### src/sv/cha_pkg.sv
// Shared package for the convex hull area block.
// Holds default sizes, result field widths and the queue flag type.
// No dependencies.
package cha_pkg;

  localparam int MAX_POINTS_DEF = 1024;
  localparam int COORD_BITS_DEF = 16;

  localparam int AREA_W  = 33;
  localparam int COUNT_W = 11;
  localparam int OUT_W   = ((AREA_W + COUNT_W + 7) / 8) * 8;

  typedef struct packed {
    logic last;
    logic keep;
  } cha_flags_t;

endpackage

### src/sv/cha_fifo.sv
// Short request queue between the front and back parts.
// Depends on cha_pkg for the flag type.
module cha_fifo #(
  parameter int WIDTH = 32,
  parameter int DEPTH = 4
) (
  input  logic                clk,
  input  logic                rst,
  input  logic                push,
  input  logic [WIDTH-1:0]    push_data,
  input  cha_pkg::cha_flags_t push_flags,
  output logic                full,
  output logic                pop_valid,
  input  logic                pop,
  output logic [WIDTH-1:0]    pop_data,
  output cha_pkg::cha_flags_t pop_flags
);
  import cha_pkg::*;

  localparam int AW = (DEPTH > 1) ? $clog2(DEPTH) : 1;
  localparam int CW = $clog2(DEPTH + 1);

  logic [WIDTH-1:0] data_q [DEPTH];
  cha_flags_t       flag_q [DEPTH];
  logic [AW-1:0]    wr_ptr;
  logic [AW-1:0]    rd_ptr;
  logic [CW-1:0]    fill;
  logic             do_push;
  logic             do_pop;

  assign full      = (fill == CW'(DEPTH));
  assign pop_valid = (fill != '0);
  assign do_push   = push && !full;
  assign do_pop    = pop && pop_valid;
  assign pop_data  = data_q[rd_ptr];
  assign pop_flags = flag_q[rd_ptr];

  always_ff @(posedge clk) begin
    if (do_push) begin
      data_q[wr_ptr] <= push_data;
      flag_q[wr_ptr] <= push_flags;
    end
  end

  always_ff @(posedge clk) begin
    if (rst) begin
      wr_ptr <= '0;
      rd_ptr <= '0;
      fill   <= '0;
    end else begin
      if (do_push) begin
        wr_ptr <= (wr_ptr == AW'(DEPTH - 1)) ? '0 : wr_ptr + 1'b1;
      end
      if (do_pop) begin
        rd_ptr <= (rd_ptr == AW'(DEPTH - 1)) ? '0 : rd_ptr + 1'b1;
      end
      if (do_push && !do_pop) begin
        fill <= fill + 1'b1;
      end else if (do_pop && !do_push) begin
        fill <= fill - 1'b1;
      end
    end
  end

endmodule

### config.mk
export PLATFORM = sky130hd
export DESIGN_NAME = cha_fifo
export DESIGN_NICKNAME = d
export VERILOG_FILES = /design/src/sv/cha_pkg.sv /design/src/sv/cha_fifo.sv
export SDC_FILE = /design/constraint.sdc
export NUM_CORES = 1
export LEC_CHECK = 0
export ABC_AREA = 1
export BUFFER_PORTS_ARGS = -buffer_cell sky130_fd_sc_hd__buf_4
export CAP_MARGIN = 25
export CORE_UTILIZATION = 60
export CTS_BUF_LIST = sky130_fd_sc_hd__clkbuf_4 sky130_fd_sc_hd__clkbuf_8
export DETAILED_ROUTE_END_ITERATION = 10
export GPL_TIMING_DRIVEN = 0
export PLACE_DENSITY = 0.94
export SYNTH_ARGS = -nofsm -noshare
export SYNTH_HDL_FRONTEND = slang
export SYNTH_SLANG_ARGS = --single-unit
### constraint.sdc
create_clock -name clk -period 3.6 [get_ports clk]
set_input_delay 0.72 -clock clk [delete_from_list [all_inputs] [get_ports clk]]
set_output_delay 0.72 -clock clk [all_outputs]
set_load 0.02 [all_outputs]
==> flow_summary_export.csv <==
group,metric,value,unit
status,status,"completed",
floorplanning,die_area,9970,sq um
place,routabilityCongestion,0.773,
global_routing,grt_pass1_wl,18500,um
route,routedWlPerCell,19.0,um
clock_tree,clk_pin_slew,0.08,ns
power_and_ir_drop,vdd_ir_drop_max,0.000488,V
critical_path,cp_max_fo,10,
power_and_ir_drop,power_leakage,0.00255,uW
critical_path,worstSetupEndpointType,"primary output",
logic_synthesis,syn_area,5750,sq um
floorplanning,die_h,99.9,um
clock_tree,worstSkewPairLatency,0.43,ns
floorplanning,start_util,0.622,
route,dr.first_iter.drc_count,231,
power_and_ir_drop,powerDensity,770,nW/um^2
sta,maxSlewViolCount,0,
sta,rsz0062_at_grt,"no",
route,highest_layer,"met4",
sta,max_slew_margin,0.573,
final_layout,nNetsFinal,540,
route,wl_met3,1140,um
logic_synthesis,syn_nets,444,
route,drt_wl_total,12100,um
logic_synthesis,avgSynthCellArea,14.4,sq um
job,cap_violations,0,
power_and_ir_drop,power.total,5370,uW
final_layout,postLayoutCellArea,6970,sq um
worst_hold_path,min_path_type,"in -> reg",
sta,fin_setup_tns,0,ns
route,dr_wl_met2,6390,um
floorplanning,ios,74,
logic_synthesis,ys_seq_area_frac,0.742,
clock_tree,htree_levels,4,
sta,fmax,0.404,GHz
route,drt_pass1_iterations,4,
clock_tree,ctsLongestPathBuffers,2,
route,drt-vias-per-instance,5.80,
global_routing,grt_remaining_overflow,0,
final_layout,area_growth,21.3,%
sta,hold_violations,0,
clock_tree,clkSinkCount,145,
clock_tree,cts_inserted_buffers,17,
clock_tree,cts_hold_buf,0,
global_routing,antenna_found_initial,0,
floorplanning,fp.dieW,99.9,um
place,place_area,6570,sq um
logic_synthesis,synth_cell_type_count,24,
sta,period_needed,2.47,ns
critical_path,crit_required,2.88,ns
sta,post-route-period-util,0.687,
clock_tree,root_buffer,"clkbuf_8",
logic_synthesis,yosysWarningCount,0,
route,drc,0,
place,port_buffers,73,
final_layout,drive_gt1_frac,0.346,
floorplanning,rows,35,
sta,tightestPinTransition,0.639,ns
critical_path,cp-start-kind,"flip-flop",
route,met1_length,4360,um
sta,whs,0.448,ns
floorplanning,core,9240,sq um
logic_synthesis,netlist_instances,399,
route,postRouteAntennaNets,0,
sta,fin_skew,0.00995,ns
global_routing,track_usage,0.257,
route,via_count,3693,
sta,setup_viol,0,
critical_path,arrival,1.75,ns
critical_path,critPathKind,"reg -> out",
final_layout,diodes,0,
global_routing,grt_max_degree,26,
place,hpwl,7510,um
clock_tree,tritoncts,"done",
clock_tree,post_cts_buffers,0,
logic_synthesis,yosys_register_bits,145,
clock_tree,cts_resized,0,
global_routing,grt_pass1_vias,3666,
[synth_stat cells]
cell type / instances / area [sq um]
dfxtp_1: 9 / 180
buf_4: 2 / 15.0
ha_1: 6 / 75.1
inv_2: 1 / 3.75
o21ai_1: 5 / 25.0
inv_1: 15 / 56.3
a21oi_1: 2 / 10.0
buf_12: 3 / 60.1
inv_6: 1 / 8.76
xor2_1: 1 / 8.76
nand3_1: 1 / 5.00
buf_6: 2 / 22.5
nand2_1: 14 / 52.6
nor2_1: 65 / 244
nor2_2: 20 / 125
o21ai_0: 64 / 320
o22ai_1: 14 / 87.6
buf_2: 12 / 60.1
nand4_1: 1 / 6.26
edfxtp_1: 136 / 4080
o22ai_2: 20 / 250
fa_1: 1 / 20.0
clkbuf_2: 2 / 10.0
nand3b_1: 2 / 15.0
[state kept, by name, indices dropped and copies added (netlist names), named ones only]
register and flops:
data_q 128, flag_q 8, fill 3, rd_ptr 2
wr_ptr 2
[metrics by stage]
stage,instances,worst slack [ns],utilization
floorplan,399,0.873,-
global placement,601,-0.234,0.699
finish,637,1.13,0.754
global route,637,0.997,0.754
CTS,637,1.09,0.754
detailed placement,605,1.24,0.711
[area by class of cell]
class	count	area, sq um
flip-flops and latches	145	4260
fillers	499	2270
multi-input cells	216	1270
repair buffers	77	636
clock buffers	17	234
plain buffers	21	168
clock inverters	15	161
well taps	129	161
inverters	17	68.8
[cells in the final DEF, fill, tap and decap left out, drive strengths merged]
master and n:
edfxtp 136, buf 96, nor2 85, o21ai 69, o22ai 34, inv 30
clkbuf 19, nand2 14, dfxtp 9, ha 6, a21oi 2, nand3b 2
xor2 1, nand3 1, nand4 1, fa 1, bufinv 1, clkinv 1
[kinds of logic after synthesis]
kind of cell             Yosys count  share of synthesized area
AO/OA/AOI/OAI                    105                      0.121
XOR/XNOR                           1                    0.00152
adder cells (fa/ha/maj)            7                     0.0166
buffers and inverters             38                     0.0412
flip-flops                       145                      0.742
AND/OR/NAND/NOR                  103                     0.0780
[power breakdown]
group / internal (uW) / switching, uW
clock: 586 / 675
sequential: 2060 / 75.5
combinational: 754 / 1220
total: 3400 / 1970
[worst max-delay path, cell delays in order, from the launching register on]
cell     delay, ns
dfxtp_1       0.48
buf_2         0.28
o21ai_0       0.12
o22ai_1       0.25
buf_4         0.19
[routing by layer]
metal / GRT usage / vias up
met2: 0.446 / 219
met1: 0.311 / 1788
met3: 0.0557 / 20
met5: 0 / -
met4: 0.113 / 0
li1: - / 1666
[worst paths after layout]
| kind | depth (start not counted) | slack, ns | to | from |
|---|---|---|---|---|
| worst max-delay path | 4 | 1.13 | pop_data[16] | flip-flop |
| worst min-delay path | 2 | 0.45 | fill[0] | rst |
| worst max register to register | 9 | 1.41 | fill[1] | fill[0] |
| worst min register to register | 2 | 0.55 | wr_ptr[1] | wr_ptr[1] |
Note: power is estimated with default switching activity, not from simulation.
