===== src/sv/cha_pkg.sv =====
// Shared package for the convex hull area block.
// Holds default sizes, result field widths and the queue flag type.
// No dependencies.
package cha_pkg;

  localparam int MAX_POINTS_DEF = 1024;
  localparam int COORD_BITS_DEF = 16;

  localparam int AREA_W  = 33;
  localparam int COUNT_W = 11;
  localparam int OUT_W   = ((AREA_W + COUNT_W + 7) / 8) * 8;

  typedef struct packed {
    logic last;
    logic keep;
  } cha_flags_t;

endpackage


===== src/sv/cha_front.sv =====
// Front part: accepts points and marks those that still fit in the store.
// Depends on cha_pkg and feeds cha_fifo.
module cha_front #(
  parameter int MAX_POINTS = cha_pkg::MAX_POINTS_DEF,
  parameter int COORD_BITS = cha_pkg::COORD_BITS_DEF
) (
  input  logic                    clk,
  input  logic                    rst,
  input  logic                    s_tvalid,
  output logic                    s_tready,
  input  logic [2*COORD_BITS-1:0] point,
  input  logic                    s_tlast,
  input  logic                    q_full,
  output logic                    q_push,
  output logic [2*COORD_BITS-1:0] q_data,
  output cha_pkg::cha_flags_t     q_flags
);
  import cha_pkg::*;

  localparam int CNTW = $clog2(MAX_POINTS + 1);

  logic [CNTW-1:0] set_count;
  logic            keep;

  assign keep          = (set_count < CNTW'(MAX_POINTS));
  assign s_tready      = !q_full;
  assign q_push        = s_tvalid && !q_full;
  assign q_data        = point;
  assign q_flags.last  = s_tlast;
  assign q_flags.keep  = keep;

  // Points beyond the store size are still passed on, marked as dropped,
  // so that a last flag on them still starts the computation.
  always_ff @(posedge clk) begin
    if (rst) begin
      set_count <= '0;
    end else if (q_push) begin
      if (s_tlast) begin
        set_count <= '0;
      end else if (keep) begin
        set_count <= set_count + 1'b1;
      end
    end
  end

endmodule


===== config.mk =====
export PLATFORM = sky130hd
export DESIGN_NAME = cha_front
export DESIGN_NICKNAME = d
export VERILOG_FILES = /design/src/sv/cha_pkg.sv /design/src/sv/cha_front.sv
export SDC_FILE = /design/constraint.sdc
export NUM_CORES = 1
export LEC_CHECK = 0
export BUFFER_PORTS_ARGS = -buffer_cell sky130_fd_sc_hd__buf_2
export CAP_MARGIN = 40
export CELL_PAD_IN_SITES_DETAIL_PLACEMENT = 1
export CELL_PAD_IN_SITES_GLOBAL_PLACEMENT = 2
export CORE_AREA = 2 2 71 73
export DETAILED_ROUTE_END_ITERATION = 16
export DIE_AREA = 0 0 73 75
export GPL_TIMING_DRIVEN = 1
export MAX_ROUTING_LAYER = met4
export PLACE_DENSITY_LB_ADDON = 0.1
export RECOVER_POWER = 100
export SLEW_MARGIN = 15
export SYNTH_ARGS = -nofsm -noshare
export SYNTH_HDL_FRONTEND = slang
export SYNTH_SLANG_ARGS = --single-unit

===== constraint.sdc =====
create_clock -name clk -period 1.43 [get_ports clk]
set_input_delay 0.429 -clock clk [delete_from_list [all_inputs] [get_ports clk]]
set_output_delay 0.429 -clock clk [all_outputs]
set_load 0.02 [all_outputs]

==> metrics.csv, run 1 <==
stage,metric,value,unit
run_status,outcome,"finished, final reports clean",
clock_tree,cts_tree,done,
routing,first_pass_iters,4,
critical_path,worst_setup_path_end_kind,output port,
layout,largest_reg_flops,11,
hold_path,min_path_type,in -> reg,
power_and_ir_drop,vdd_drop_max,0.262,mV
layout,final_cell_mix,"dfxtp_1, nor2_1, a21oi_1, buf_4",
clock_tree,cts_buffer_depth,2,
layout,fin_nets,122,
floorplan,dieWidth,73,um
floorplan,core,4660,um2
power_and_ir_drop,leakagePower,0.268,nW
layout,antenna_cells,0,
floorplan,die-height,75,um
layout,top_regs,set_count x11,
critical_path,cp_slowest_cell,nand2b_4,
synth,synth_cells,98,
timing,setup_violations,0,
clock_tree,htreeDepth,1,
power_and_ir_drop,p_int,0.000538,W
layout,final_common_cell,dfxtp_1,
layout,fill_cells,569,
layout,area_growth,-5.60,%
floorplan,ios,73,
synth,synth_nets,136,
floorplan,num_rows,25,
routing,drc,0,
power_and_ir_drop,power.density,904,nW/um2
critical_path,max_stage_delay,0.18,ns
synth,syn_area_per_cell,8.44,um2
hold_path,hold_start,rst,
critical_path,r2r-start,set_count[2],
routing,vias,552,
routing,detail-route-antenna-nets,0,
floorplan,fp.dieArea,5480,um2
synth,yosysWarningCount,0,
synth,synth_area_leaders,"buf_4, dfxtp_1, xnor2_1",
global_routing,track_usage,7.21,%
hold_path,min_path_cells,2,
timing,fin_tns_setup,0,ns
routing,dr.first_iter.drc_count,18,
critical_path,crit_required,1.00,ns
floorplan,initial_core_util,17.7,%
synth,synthesis.area,827,um2
routing,wl_per_cell,12.8,um
synth,synth.yosys.seq_area_share,26.6,%
global_routing,grt_pass1_wl,2840,um
power_and_ir_drop,p_sw,0.000168,W
power_and_ir_drop,sw_frac_of_total,23.8,%
clock_tree,cts_root_buf,clkbuf_8,
power_and_ir_drop,power.total,0.000706,W
critical_path,crit_chain,buf_2 > nand2b_4 > clkinv_8 > clkbuf_2,
global_routing,grt_max_degree,9,
timing,max-slew-margin-rel,81.8,%
power_and_ir_drop,p_comb_share,9.6,%
layout,drive_above_1_share,26.5,%
global_routing,grt_pass1_vias,559,
synth,ys_ff_latch,11,
global_routing,grt-ovfl-total,0,
critical_path,cp.arrival,0.95,ns
timing,fmax,726,MHz
timing,clock_skew,0.00144,ns
critical_path,reg2reg_depth,4,
global_routing,antenna_found_initial,0,
placement,portBuffers,8,
placement,dp_hpwl,1400,um
timing,fin_crit_sh,96.3,%
layout,top_register,set_count,
critical_path,critPathLaunch,q_full,
clock_tree,clock-sinks,11,
critical_path,r2r_setup_slack,0.12,ns
critical_path,crit_fanout,5,
clock_tree,numCtsBuffers,3,
critical_path,timing.rr.end,set_count[7],
routing,wirelength,1750,um
critical_path,crit_path_start_kind,input pin,
clock_tree,clock_latency,0.24,ns
routing,vias_per_cell,4.03,
placement,place.gp.congestion,0.656,
power_and_ir_drop,seq_power_share,44.2,%
critical_path,worstSetupPathType,in -> out,
timing,worst_pin_slew,0.271,ns
synth,synth_cell_types,26,
timing,hold_violations,0,
synth,synth_top_area_cell,buf_4,
hold_path,min_to,set_count[2],
power_and_ir_drop,power_frac_clock,46.3,%
timing,rsz0062_at_grt,false,
synth,synth_top_area_share,30.9,%
run,drv_cap,0,
timing,period_needed,1.38,ns
clock_tree,cts.reportedPaths.clkPinSlew,0.05,ns
timing,drv_slew,0,
[synth_stat cells, drive strengths merged]
library cell  number
a21o               1
a21oi              6
and2               1
and3               1
buf               35
clkbuf             1
clkinv             1
dfxtp             11
ha                 1
inv                3
nand2              2
nand2b             2
nand3              3
nand3b             1
nand4              4
nor2               8
nor2b              1
nor3               2
nor4               2
o21ai              4
or3                2
xnor2              5
xor2               1
[worst max path at each step]
stage,endpoint,slack [ns]
2_1_floorplan,set_count[7],0.11
3_3_place_gp,set_count[7],0.02
3_5_place_dp,set_count[7],-0.006
4_1_cts,q_push,0.01
5_1_grt,set_count[6],0.003
6_report,q_push,0.05
[kinds of logic (layout without fill, tap and decap cells)]
group                    count (synthesis)  count (layout)  share of synthesized area (%)
AND/OR/NAND/NOR                         29              29                           22.5
AO/OA/AOI/OAI                           11              11                           6.96
XOR/XNOR                                 6               6                           6.35
adder cells (fa/ha/maj)                  1               1                           1.51
flip-flops                              11              11                           26.6
buffers and inverters                   40              25                           36.0
[area by class of cell]
type | count | area [um2] | share of cell area, %
Sequential cell | 11 | 221 | 28.4
Tap cell | 54 | 67.6 | 8.65
Clock buffer | 4 | 45.0 | 5.77
Timing Repair Buffer | 17 | 110 | 14.1
Inverter | 4 | 27.5 | 3.53
Multi-Input combinational cell | 47 | 309 | 39.6
[power groups by stage]
stage / Sequential [W] / Combinational (W) / Clock (W)
after floorplan: 0.000318 / 0.000167 / 0
after global placement: 0.000318 / 0.0000686 / 0
after detailed placement: 0.000319 / 0.0000673 / 0
after CTS: 0.000312 / 0.0000674 / 0.000340
after global routing: 0.000312 / 0.0000736 / 0.000363
final: 0.000312 / 0.0000675 / 0.000327
[worst max-delay path, delay by kind of cell]
family	cells	cell delay [ns]
buffers and inverters	3	0.33
AND/OR/NAND/NOR	1	0.18
[repair_timing]
item                       in CTS  in global routing
hold buffers                    0                  0
gates resized for setup         0                  1
setup endpoints to repair       0                  2
setup buffers                   0                  2
[metal layers]
metal  vias up  routed length [um]  track usage, %
met4         0                  16            2.67
met3         6                 160            4.69
met5         -                   0               -
met1       253                 753            7.61
li1        261                   -               -
met2        32                 820            10.8
[metrics by stage]
step                hold WS, ns  worst slack (ns)  area (um2)  util (%)  std cells
global placement          0.489            0.0166         729      15.7        131
global route              0.385           0.00281         781      16.8        137
detailed placement        0.484          -0.00552         729      15.7        131
floorplan                 0.453             0.108         827         -         98
CTS                       0.380            0.0135         774      16.6        135
finish                    0.387            0.0525         781      16.8        137
Power figures use the tool's default switching activity.
==> inputs of run 2 (changes only) <==
Settings changed: PLACE_DENSITY set to 0.8, PLACE_DENSITY_LB_ADDON 0.1 to unset.
==> run 2 against run 1 <==
  * Non-clock buffer count fell by 5
  * First-iteration DRC count fell by 83%
  * Via count fell by 3.3%
  * Largest power group is now sequential cells
  * Maximum frequency fell by 1.7%
  * Final cell count fell by 3.6%
  * Critical path depth did not move
==> metrics.csv, run 2 (synthesis results as in run 1) <==
stage,metric,value,unit
critical_path,crit_required,1.00,ns
layout,final_area,754,um2
clock_tree,numCtsBuffers,3,
floorplan,ios,73,
global_routing,grt_pass1_wl,2590,um
routing,dr.first_iter.drc_count,3,
floorplan,fp.dieArea,5480,um2
layout,top_regs,set_count x11,
power_and_ir_drop,vdd_drop_max,0.334,mV
layout,area_growth,-8.77,%
placement,dp_hpwl,1160,um
clock_tree,htreeDepth,1,
routing,vias_per_cell,4.05,
clock_tree,clock_latency,0.24,ns
layout,drive_above_1_share,26.9,%
timing,worst_pin_slew,0.347,ns
placement,dp.cells,126,
floorplan,initial_core_util,17.7,%
timing,fin_crit_sh,98.0,%
layout,post-route-util,16.2,%
clock_tree,clock-sinks,11,
routing,drc,0,
power_and_ir_drop,p_comb_share,7.0,%
layout,final_cell_mix,"dfxtp_1, nor2_1, a21oi_1, buf_2, xnor2_1",
layout,stdcell_count,132,
floorplan,core,4660,um2
routing,wirelength,1460,um
layout,top_register,set_count,
power_and_ir_drop,power_frac_clock,46.4,%
routing,detail-route-antenna-nets,0,
timing,clock_skew,0.00500,ns
run_status,outcome,"finished, final reports clean",
placement,portBuffers,8,
layout,fin_nets,117,
routing,dr_wl_met3,111,um
power_and_ir_drop,sw_frac_of_total,22.5,%
critical_path,crit_fanout,8,
power_and_ir_drop,power.density,893,nW/um2
timing,hold_violations,0,
run,drv_cap,0,
layout,final_common_cell,dfxtp_1,
global_routing,antenna_found_initial,0,
power_and_ir_drop,leakagePower,0.244,nW
layout,largest_reg_flops,11,
clock_tree,cts-hold-fix-buffers,0,
routing,wl_met1,576,um
power_and_ir_drop,seq_power_share,46.6,%
routing,maxUsedRoutingLayer,met4,
floorplan,dieWidth,73,um
global_routing,track_usage,6.23,%
timing,setup_violations,0,
timing,hold_ws,0.377,ns
critical_path,worst_setup_path_end_kind,output port,
critical_path,worstSetupPathType,in -> out,
floorplan,num_rows,25,
critical_path,cp.arrival,0.97,ns
placement,place.gp.congestion,0.810,
placement,post_dp_cell_area,679,um2
timing,period_needed,1.40,ns
power_and_ir_drop,p_sw,0.000151,W
routing,wl_per_cell,11.1,um
clock_tree,cts.reportedPaths.clkPinSlew,0.05,ns
timing,drv_slew,0,
floorplan,die-height,75,um
clock_tree,cts_buffer_depth,2,
clock_tree,cts_tree,done,
layout,antenna_cells,0,
global_routing,grt-ovfl-total,0,
clock_tree,cts_root_buf,clkbuf_8,
critical_path,crit_path_start_kind,input pin,
routing,first_pass_iters,3,
global_routing,grt_max_degree,10,
global_routing,grt_pass1_vias,579,
hold_path,min_path_type,in -> reg,
timing,fmax,714,MHz
power_and_ir_drop,p_int,0.000523,W
power_and_ir_drop,power.total,0.000674,W
routing,met2_length,699,um
routing,vias,534,
timing,max-slew-margin-rel,76.8,%
[run 2: area by class of cell]
class / instances / area [um2]
fillers: 528 / 3910
well taps: 54 / 67.6
inverters: 4 / 27.5
clock buffers: 4 / 45.0
flip-flops and latches: 11 / 225
multi-input cells: 47 / 322
repair buffers: 12 / 67.6
[run 2: through the flow]
| stage | setup slack (ns) | setup TNS, ns |
|---|---|---|
| after global routing | -0.0129 | -0.0129 |
| after CTS | 0.0264 | 0 |
| after global placement | 0.0355 | 0 |
| after floorplan | 0.108 | 0 |
| final | 0.0292 | 0 |
| after detailed placement | 0.00903 | 0 |
[run 2: worst paths after layout]
check               start           end  slack, ns  cells past startpoint
min reg2reg  set_count[9]  set_count[9]       0.50                      2
max                q_full        q_push       0.03                      4
max reg2reg  set_count[0]  set_count[6]       0.10                      5
min                   rst  set_count[1]       0.38                      2
[run 2: critical path: stages]
cell and delay [ns]:
buf_2 0.10, nand2b_4 0.20, clkinv_8 0.08, buf_2 0.16
[run 2: metal layers]
| metal | vias up | global-route usage [%] |
|---|---|---|
| met3 | 11 | 2.14 |
| met2 | 30 | 9.91 |
| li1 | 252 | - |
| met4 | 0 | 5.56 |
| met1 | 241 | 5.98 |
| met5 | - | - |
[run 2: repair_timing]
action                                 4_1_cts  5_1_grt
setup endpoints to repair                    0        2
endpoints found under the hold margin        0        0
buffers inserted                             0        2
gates resized for setup                      0        5
[run 2: power groups by stage]
| stage | registers (W) | clock network (W) | logic [W] |
|---|---|---|---|
| floorplan | 0.000318 | 0 | 0.000167 |
| global route | 0.000314 | 0.000336 | 0.0000539 |
| detailed placement | 0.000319 | 0 | 0.0000484 |
| global placement | 0.000319 | 0 | 0.0000483 |
| finish | 0.000314 | 0.000313 | 0.0000472 |
| CTS | 0.000313 | 0.000322 | 0.0000485 |
